--- src/rtl/fbpa_pkg.sv ---
package fbpa_pkg;

  localparam int POOL_DEPTH = 256;

  localparam int ADDR_W   = 32;
  localparam int SIZE_W   = 17;
  localparam int COUNT_W  = 9;
  localparam int STATUS_W = 3;
  localparam int FREE_W   = 9;
  localparam int OUT_W    = 48;
  localparam int CFG_IDX_W = 2;

  localparam int WORD_W = 16;
  localparam int WB_W   = $clog2(WORD_W);
  localparam int WORDS  = (POOL_DEPTH + WORD_W - 1) / WORD_W;
  localparam int WIDX_W = (WORDS > 1) ? $clog2(WORDS) : 1;
  localparam int GIDX_W = WIDX_W + WB_W;
  localparam int IDX_W  = (POOL_DEPTH > 1) ? $clog2(POOL_DEPTH) : 1;
  localparam int CNT_W  = $clog2(POOL_DEPTH + 1);
  localparam int DIV_W  = IDX_W + SIZE_W;
  localparam int SPAN_W = CNT_W + SIZE_W;
  localparam int PROD_W = IDX_W + SIZE_W;
  localparam int CMP_W  = GIDX_W + CNT_W;
  localparam int DCNT_W = $clog2(IDX_W + 1);

  typedef enum logic [CFG_IDX_W-1:0] {
    CFG_BASE_ADDRESS = 2'd0,
    CFG_BLOCK_SIZE   = 2'd1,
    CFG_BLOCK_COUNT  = 2'd2
  } cfg_idx_e;

  typedef enum logic {
    MODE_ALLOC   = 1'b0,
    MODE_RELEASE = 1'b1
  } mode_e;

  typedef enum logic [STATUS_W-1:0] {
    STATUS_OK           = 3'd0,
    STATUS_NO_FREE      = 3'd1,
    STATUS_OUT_OF_RANGE = 3'd2,
    STATUS_MISALIGNED   = 3'd3,
    STATUS_NOT_IN_USE   = 3'd4
  } status_e;

  typedef enum logic [1:0] {
    OP_NONE,
    OP_ALLOC,
    OP_RELEASE
  } scan_op_e;

  typedef enum logic [2:0] {
    S_IDLE,
    S_SPAN,
    S_CHECK,
    S_DIV,
    S_SCAN,
    S_ADDR,
    S_RESP
  } state_e;

  typedef struct packed {
    logic [IDX_W-1:0] quot;
    logic             exact;
  } div_res_t;

  function automatic logic [WB_W:0] popcnt(input logic [WORD_W-1:0] w);
    logic [WB_W:0] s;
    s = '0;
    for (int i = 0; i < WORD_W; i++) begin
      s = s + (WB_W+1)'(w[i]);
    end
    return s;
  endfunction

  function automatic logic [WB_W-1:0] lowest(input logic [WORD_W-1:0] w);
    logic [WB_W-1:0] p;
    p = '0;
    for (int i = WORD_W - 1; i >= 0; i--) begin
      if (w[i]) begin
        p = WB_W'(i);
      end
    end
    return p;
  endfunction

endpackage

--- src/rtl/fbpa_cell.sv ---
module fbpa_cell import fbpa_pkg::*; (
  input  logic              clk_i,
  input  logic              rst_ni,
  input  logic              shift_i,
  input  logic [WORD_W-1:0] word_i,
  output logic [WORD_W-1:0] word_o
);

  logic [WORD_W-1:0] word_q, word_d;

  assign word_d = shift_i ? word_i : word_q;
  assign word_o = word_q;

  always_ff @(posedge clk_i or negedge rst_ni) begin
    if (!rst_ni) begin
      word_q <= '0;
    end else begin
      word_q <= word_d;
    end
  end

endmodule

--- src/rtl/fbpa_div.sv ---
module fbpa_div import fbpa_pkg::*; (
  input  logic              clk_i,
  input  logic              rst_ni,
  input  logic              start_i,
  input  logic [DIV_W-1:0]  dividend_i,
  input  logic [SIZE_W-1:0] divisor_i,
  output logic              done_o,
  output div_res_t          res_o
);

  logic              busy_q, busy_d;
  logic              done_q, done_d;
  logic [DCNT_W-1:0] cnt_q, cnt_d;
  logic [DIV_W-1:0]  rem_q, rem_d;
  logic [DIV_W-1:0]  dvs_q, dvs_d;
  logic [IDX_W-1:0]  quot_q, quot_d;
  logic              ge;

  localparam logic [DCNT_W-1:0] LastStep = DCNT_W'(IDX_W - 1);

  assign ge = (rem_q >= dvs_q);

  always_comb begin
    busy_d = busy_q;
    done_d = 1'b0;
    cnt_d  = cnt_q;
    rem_d  = rem_q;
    dvs_d  = dvs_q;
    quot_d = quot_q;
    if (start_i) begin
      busy_d = 1'b1;
      cnt_d  = '0;
      rem_d  = dividend_i;
      dvs_d  = DIV_W'(divisor_i) << (IDX_W - 1);
      quot_d = '0;
    end else if (busy_q) begin
      rem_d  = ge ? rem_q - dvs_q : rem_q;
      quot_d = (quot_q << 1) | IDX_W'(ge);
      dvs_d  = dvs_q >> 1;
      cnt_d  = cnt_q + DCNT_W'(1);
      if (cnt_q == LastStep) begin
        busy_d = 1'b0;
        done_d = 1'b1;
      end
    end
  end

  always_ff @(posedge clk_i or negedge rst_ni) begin
    if (!rst_ni) begin
      busy_q <= 1'b0;
      done_q <= 1'b0;
      cnt_q  <= '0;
    end else begin
      busy_q <= busy_d;
      done_q <= done_d;
      cnt_q  <= cnt_d;
    end
  end

  always_ff @(posedge clk_i) begin
    rem_q  <= rem_d;
    dvs_q  <= dvs_d;
    quot_q <= quot_d;
  end

  assign done_o      = done_q;
  assign res_o.quot  = quot_q;
  assign res_o.exact = (rem_q == '0);

endmodule

--- src/rtl/fixed_block_pool_allocator_core.sv ---
// Fixed-size block pool allocator. One used bit per block lives in a ring of word cells,
// all cleared by reset, so the block is ready right after reset. Every transaction sweeps
// the ring once (one word of 16 blocks per cycle) to find and mark the lowest free block
// on an allocate or to clear the released block's bit on a release, and to count free blocks.
// A release in range first turns its address into a block index with a restoring divider
// that resolves one index bit per cycle (8 steps).
// A result waits in an output register while the next transaction is accepted.
module fixed_block_pool_allocator_core import fbpa_pkg::*; (
  input  logic                 clk_i,
  input  logic                 rst_ni,
  input  logic                 s_axis_tvalid_i,
  output logic                 s_axis_tready_o,
  input  logic [ADDR_W-1:0]    s_axis_tdata_i,   // release_address
  input  logic                 s_axis_tuser_i,   // mode
  output logic                 m_axis_tvalid_o,
  input  logic                 m_axis_tready_i,
  output logic [OUT_W-1:0]     m_axis_tdata_o,   // block_address, status, free_count, pad
  input  logic                 cfg_valid_i,
  output logic                 cfg_ready_o,
  input  logic [CFG_IDX_W-1:0] cfg_index_i,
  input  logic [ADDR_W-1:0]    cfg_data_i
);

  localparam logic [WIDX_W-1:0] LastWord = WIDX_W'(WORDS - 1);

  state_e state_q, state_d;

  logic [ADDR_W-1:0]  base_q;
  logic [SIZE_W-1:0]  bsize_q;
  logic [COUNT_W-1:0] bcount_q;

  scan_op_e          op_q;
  logic [ADDR_W-1:0] offset_q;
  logic [SIZE_W-1:0] size_q;
  logic [CNT_W-1:0]  n_q;
  logic [SPAN_W-1:0] span_q;
  status_e           status_q;
  logic [IDX_W-1:0]  idx_q;
  logic              found_q;
  logic [WIDX_W-1:0] scan_q;
  logic [CNT_W-1:0]  cnt_q;
  logic [PROD_W-1:0] prod_q;

  logic              out_valid_q;
  logic [OUT_W-1:0]  out_data_q;

  logic              in_fire;
  logic              out_load;
  logic              div_start;
  logic              div_done;
  div_res_t          div_res;

  logic [SIZE_W-1:0] size_eff;
  logic [CNT_W-1:0]  n_eff;

  logic [WORD_W-1:0] cell_word [WORDS];
  logic [WORD_W-1:0] head, head_mod, active, free_pre;
  logic [WB_W-1:0]   pos;
  logic              alloc_hit, rel_match;
  logic [GIDX_W-1:0] gidx_rel;
  logic              scanning;

  assign cfg_ready_o     = 1'b1;
  assign s_axis_tready_o = (state_q == S_IDLE);
  assign in_fire         = s_axis_tvalid_i & s_axis_tready_o;
  assign m_axis_tvalid_o = out_valid_q;
  assign m_axis_tdata_o  = out_data_q;
  assign out_load        = (state_q == S_RESP) && (!out_valid_q || m_axis_tready_i);
  assign div_start       = (state_q == S_CHECK) && (ADDR_W'(span_q) > offset_q);
  assign scanning        = (state_q == S_SCAN);

  assign size_eff = (bsize_q == '0) ? SIZE_W'(1) : bsize_q;
  assign n_eff    = (32'(bcount_q) > 32'(POOL_DEPTH)) ? CNT_W'(POOL_DEPTH) : CNT_W'(bcount_q);

  always_ff @(posedge clk_i or negedge rst_ni) begin
    if (!rst_ni) begin
      base_q   <= '0;
      bsize_q  <= SIZE_W'(4096);
      bcount_q <= COUNT_W'(256);
    end else if (cfg_valid_i && cfg_ready_o) begin
      unique case (cfg_index_i)
        CFG_BASE_ADDRESS: base_q   <= cfg_data_i;
        CFG_BLOCK_SIZE:   bsize_q  <= cfg_data_i[SIZE_W-1:0];
        CFG_BLOCK_COUNT:  bcount_q <= cfg_data_i[COUNT_W-1:0];
        default: ;
      endcase
    end
  end

  for (genvar g = 0; g < WORDS; g++) begin : g_ring
    logic [WORD_W-1:0] next_word;
    if (g == WORDS - 1) begin : g_tail
      assign next_word = head_mod;
    end else begin : g_link
      assign next_word = cell_word[g+1];
    end
    fbpa_cell u_cell (
      .clk_i   (clk_i),
      .rst_ni  (rst_ni),
      .shift_i (scanning),
      .word_i  (next_word),
      .word_o  (cell_word[g])
    );
  end

  fbpa_div u_div (
    .clk_i      (clk_i),
    .rst_ni     (rst_ni),
    .start_i    (div_start),
    .dividend_i (DIV_W'(offset_q)),
    .divisor_i  (size_q),
    .done_o     (div_done),
    .res_o      (div_res)
  );

  always_comb begin
    head     = cell_word[0];
    gidx_rel = GIDX_W'(idx_q);
    for (int j = 0; j < WORD_W; j++) begin
      active[j] = CMP_W'({scan_q, WB_W'(j)}) < CMP_W'(n_q);
    end
    free_pre  = ~head & active;
    pos       = lowest(free_pre);
    alloc_hit = (op_q == OP_ALLOC) && !found_q && (free_pre != '0);
    rel_match = (op_q == OP_RELEASE) && (gidx_rel[GIDX_W-1:WB_W] == scan_q);
    head_mod  = head;
    if (alloc_hit) begin
      head_mod = head | (WORD_W'(1) << pos);
    end else if (rel_match && head[gidx_rel[WB_W-1:0]]) begin
      head_mod = head & ~(WORD_W'(1) << gidx_rel[WB_W-1:0]);
    end
  end

  always_comb begin
    state_d = state_q;
    unique case (state_q)
      S_IDLE:  if (in_fire) state_d = (mode_e'(s_axis_tuser_i) == MODE_ALLOC) ? S_SCAN : S_SPAN;
      S_SPAN:  state_d = S_CHECK;
      S_CHECK: state_d = div_start ? S_DIV : S_SCAN;
      S_DIV:   if (div_done) state_d = S_SCAN;
      S_SCAN:  if (scan_q == LastWord) state_d = S_ADDR;
      S_ADDR:  state_d = S_RESP;
      S_RESP:  if (out_load) state_d = S_IDLE;
      default: state_d = S_IDLE;
    endcase
  end

  always_ff @(posedge clk_i or negedge rst_ni) begin
    if (!rst_ni) begin
      state_q     <= S_IDLE;
      out_valid_q <= 1'b0;
    end else begin
      state_q <= state_d;
      if (out_load) begin
        out_valid_q <= 1'b1;
      end else if (m_axis_tready_i) begin
        out_valid_q <= 1'b0;
      end
    end
  end

  always_ff @(posedge clk_i) begin
    unique case (state_q)
      S_IDLE: begin
        offset_q <= s_axis_tdata_i - base_q;
        size_q   <= size_eff;
        n_q      <= n_eff;
        op_q     <= OP_ALLOC;
        status_q <= STATUS_NO_FREE;
        found_q  <= 1'b0;
        scan_q   <= '0;
        cnt_q    <= '0;
      end
      S_SPAN: begin
        span_q <= SPAN_W'(n_q * size_q);
        op_q   <= OP_NONE;
      end
      S_CHECK: begin
        if (!div_start) begin
          status_q <= STATUS_OUT_OF_RANGE;
        end
      end
      S_DIV: begin
        if (div_done) begin
          idx_q <= div_res.quot;
          if (div_res.exact) begin
            op_q     <= OP_RELEASE;
            status_q <= STATUS_NOT_IN_USE;
          end else begin
            status_q <= STATUS_MISALIGNED;
          end
        end
      end
      S_SCAN: begin
        scan_q <= scan_q + WIDX_W'(1);
        cnt_q  <= cnt_q + CNT_W'(popcnt(~head_mod & active));
        if (alloc_hit) begin
          found_q  <= 1'b1;
          idx_q    <= IDX_W'({scan_q, pos});
          status_q <= STATUS_OK;
        end else if (rel_match && head[gidx_rel[WB_W-1:0]]) begin
          status_q <= STATUS_OK;
        end
      end
      S_ADDR: begin
        prod_q <= PROD_W'(idx_q * size_q);
      end
      S_RESP: begin
        if (out_load) begin
          out_data_q <= OUT_W'({FREE_W'(cnt_q), status_q,
                                ((op_q == OP_ALLOC && found_q) ?
                                 base_q + ADDR_W'(prod_q) : ADDR_W'(0))});
        end
      end
      default: ;
    endcase
  end

  a_div_only_in_div: assert property (@(posedge clk_i) disable iff (!rst_ni)
    div_done |-> state_q == S_DIV)
    else $error("divider finished outside of the divide phase");

  a_accept_leaves_idle: assert property (@(posedge clk_i) disable iff (!rst_ni)
    in_fire |=> state_q != S_IDLE)
    else $error("accepted transaction did not start work");

  a_free_bounded: assert property (@(posedge clk_i) disable iff (!rst_ni)
    m_axis_tvalid_o |->
      32'(m_axis_tdata_o[ADDR_W+STATUS_W+FREE_W-1:ADDR_W+STATUS_W]) <= 32'(POOL_DEPTH))
    else $error("free count exceeds the pool depth");

  a_status_legal: assert property (@(posedge clk_i) disable iff (!rst_ni)
    m_axis_tvalid_o |-> m_axis_tdata_o[ADDR_W+STATUS_W-1:ADDR_W] <= STATUS_NOT_IN_USE)
    else $error("undefined status code in result");

endmodule
--- config.mk ---
export PLATFORM = sky130hd
export DESIGN_NAME = fixed_block_pool_allocator_core
export DESIGN_NICKNAME = d
export VERILOG_FILES = /design/src/rtl/fbpa_pkg.sv /design/src/rtl/fbpa_cell.sv /design/src/rtl/fbpa_div.sv /design/src/rtl/fixed_block_pool_allocator_core.sv
export SDC_FILE = /design/constraint.sdc
export NUM_CORES = 2
export LEC_CHECK = 0
export BUFFER_PORTS_ARGS = -buffer_cell sky130_fd_sc_hd__buf_2
export CAP_MARGIN = 20
export CORE_MARGIN = 1.5
export CORE_UTILIZATION = 45
export CTS_CLUSTER_SIZE = 10
export DETAILED_ROUTE_END_ITERATION = 8
export GPL_TIMING_DRIVEN = 0
export HOLD_SLACK_MARGIN = 0.1
export PLACE_DENSITY = 0.65
export SETUP_SLACK_MARGIN = 0.2
export SYNTH_ARGS = -nofsm -noshare
export SYNTH_HDL_FRONTEND = slang
export SYNTH_HIERARCHICAL = 1
export SYNTH_SLANG_ARGS = --single-unit
export TNS_END_PERCENT = 30
--- constraint.sdc ---
create_clock -name clk_i -period 7.81 [get_ports clk_i]
set_clock_uncertainty 0.05 [all_clocks]
set_input_delay 1.562 -clock clk_i [delete_from_list [all_inputs] [get_ports clk_i]]
set_output_delay 1.562 -clock clk_i [all_outputs]
set_load 0.005 [all_outputs]
==> results.toml <==
[die]
rows = 104
fp.dieArea_mm2 = 0.0838
coreArea_mm2 = 0.0808
die_y_um = 289
die_x_um = 289
initial_utilization = 0.457
pin_count = 123

[timing]
finalHoldViolations = 0
min_period_ps = 7300
drv_slew = 0
whs_ps = 362
rsz0062_at_grt = "no"
slew_headroom = 0.259
fin_crit_sh = 0.935
worstMarginPinSlew_ps = 1110
setup_violations = 0
clock.fmax_mhz = 137

[drt]
dr_total_vias = 24760
via_per_inst = 5.39
routed_wl_mm = 91.8
drc_errors = 0
drt_iter0_markers = 1953
dr.pass1.iters = 5
antenna_left = 0
wl_per_cell_um = 20.0

[grt]
antenna_found_initial = 11
overflow = 0
grt_start_max_net_pins = 122
first_global_vias = 24531
grt_usage = 0.224
grt_pass1_wl_mm = 143

[worst_setup_path]
cp_common_cell = "fa_1"
path_class = "reg -> reg"
rrSetupSlack_ps = 510
start_kind = "flop"
worstPathRequired_ps = 8100
worstPathArrival_ps = 7590
end_kind = "flop"
cp_max_fo = 10
critPathSlowestCell = "fa_1"
ff2ff_path_depth = 28
max_stage_delay_ps = 540
reg2reg_from = "n_q[7]$_SDFFCE_PN0P_"
r2r_end = "cnt_q[8]$_SDFFCE_PN0P_"

[placement]
portBuffers = 117
dp_hpwl_mm = 70.6
gp_congestion = 0.948

[flow_run]
drv_cap = 0

[clocking]
h-tree-depth = 3
clkSinkCount = 561
cts_max_path_buffers = 3
cts_tree = "done"
root_buffer = "clkbuf_16"
path_clk_slew_ps = 50
postCtsHoldBufs = 0
clk_latency_ps = 620
numCtsBuffers = 69

[logic_synthesis]
async_flop_share = 0.578
seq_area_frac_synth = 0.408
ys_ff_latch = 561
synth.most_common_cell = "nand2_1"
synthCells = 3285
synthTopCellsByCount = "353 x nand2_1, 332 x inv_1, 322 x dfrtp_1, 222 x edfxtp_1, 212 x ha_1"
yosysTopAreaCellShare = 0.218
synth.area.top_cells = "dfrtp_1 22%, edfxtp_1 18%, fa_1 11%"
synth_ff_type = "dfrtp_1"
avgSynthCellArea_um2 = 11.2
yosys_warnings = 6
ys_types = 100
syn_area_mm2 = 0.0369
synth_edf_count = 222
synth_area_leader_cell = "dfrtp_1"

[worst_hold_path]
holdPathStages = 0
hold_class = "reg -> reg"
hp-start = "status_q[1]$_DFFE_PP_"
hold-path-endpoint = "m_axis_tdata_o[33]$_DFFE_PP_"

[cells_and_area]
area_delta_synth_final_pct = 12.0
drive_above_1_share = 0.181
fin_nets = 3985

[outcome]
status = "finished clean"
==> how the worst max path moves through the flow <==
stage / start / slack (ps) / depth (start not counted) / end
finish: n_q[7]$_SDFFCE_PN0P_ / 510 / 28 / cnt_q[8]$_SDFFCE_PN0P_
global route: n_q[6]$_SDFFCE_PN0P_ / 200 / 32 / cnt_q[8]$_SDFFCE_PN0P_
CTS: n_q[6]$_SDFFCE_PN0P_ / 240 / 32 / cnt_q[8]$_SDFFCE_PN0P_
detailed placement: n_q[7]$_SDFFCE_PN0P_ / -510 / 29 / cnt_q[8]$_SDFFCE_PN0P_
global placement: rst_ni / -1320 / 1 / base_q[14]$_DFFE_PN0P_
floorplan: n_q[6]$_SDFFCE_PN0P_ / 970 / 31 / cnt_q[8]$_SDFFCE_PN0P_
==> cells by family (layout without fill, tap and decap cells) <==
logic type                 after synthesis  in the layout  share of synthesized area
other                                    2             11                   0.000203
buffers and inverters                  481            718                     0.0608
muxes                                  309            309                      0.111
DFF                                    561            561                      0.408
and+or+nand+nor                        858            858                      0.111
adders and majority gates              423            423                      0.186
AOI/OAI and AO/OA                      528            528                     0.0932
xor gates and xnor gates               123            123                     0.0292
==> area by class of cell <==
class                      count  area, um2
antenna                        6       15.0
sequential                   561      15100
tap                         1060       1330
inverter                     332       1250
multi-input combinational   2246      19800
fill                        7085      39500
clock buffer                  92       1840
clock inverter                14        216
buffer                       149       1040
timing repair buffer         131        797
==> placed cells by master (no fill, tap or decap), types with 18 or more instances in the layout <==
cell	instances
clkbuf_1	101
a21o_1	52
nand2b_1	22
inv_1	332
nand2_1	353
dfrtp_1	322
mux2_4	160
nand3_1	31
o21a_1	27
and2_1	129
nor3_1	30
and3_1	18
buf_12	19
buf_6	22
a21oi_1	118
fa_1	211
buf_2	123
o21ai_1	24
ha_1	211
edfxtp_1	222
xor2_1	42
nor2b_1	33
nor2_1	157
xnor2_1	81
o21ai_0	142
mux2_2	127
clkbuf_16	69
==> metrics by stage <==
stage                     area, um2  setup WS [ps]  cells  TNS, ps  utilization
after floorplan               36900            972   3288        0            -
final                         41300            507   4591        0        0.512
after global routing          41300            197   4590        0        0.512
after global placement        38800          -1320   4465  -405130        0.481
after CTS                     41200            244   4582        0        0.509
after detailed placement      39000           -515   4473    -1330        0.483
==> state kept, by name, summed over array words and instances, names as in the netlist, 2 cells and up <==
signal	cells
g_ring.u_cell/word_o	256
m_axis_tdata_o	44
base_q	32
offset_q	32
span_q	26
prod_q	25
u_div/rem_q	25
u_div/dvs_q	24
bsize_q	17
size_q	17
bcount_q	9
cnt_q	9
n_q	9
gidx_rel	8
u_div/quot_q	8
scan_q	4
u_div/cnt_q	4
state_q	3
status_q	3
op_q	2
==> worst max-delay path: cells and delay by family (launching register included) <==
kind / cells / cell delay (ps)
xor+xnor: 1 / 160
fa+ha+maj: 7 / 2910
buf+inv: 7 / 870
simple gates: 5 / 690
flops: 1 / 320
compound gates: 8 / 2000
==> repair_timing <==
| item | CTS | global route |
|---|---|---|
| setup buffers | 3 | 3 |
| pin swaps | 1 | 5 |
| setup endpoints to repair | 8 | 5 |
| resized for setup | 15 | 37 |
==> per-layer routing <==
metal  GRT usage  up-vias  part of all wire
met2       0.334      735              0.44
met1       0.331    12306              0.47
met3      0.0387      138             0.065
li1            -    11579                 -
met4      0.0673        2             0.025
met5           0        -           0.00014
Power is left out: the tool's default activity adds up to more than one toggle a clock period on the data nets, which glitch-free logic cannot reach.
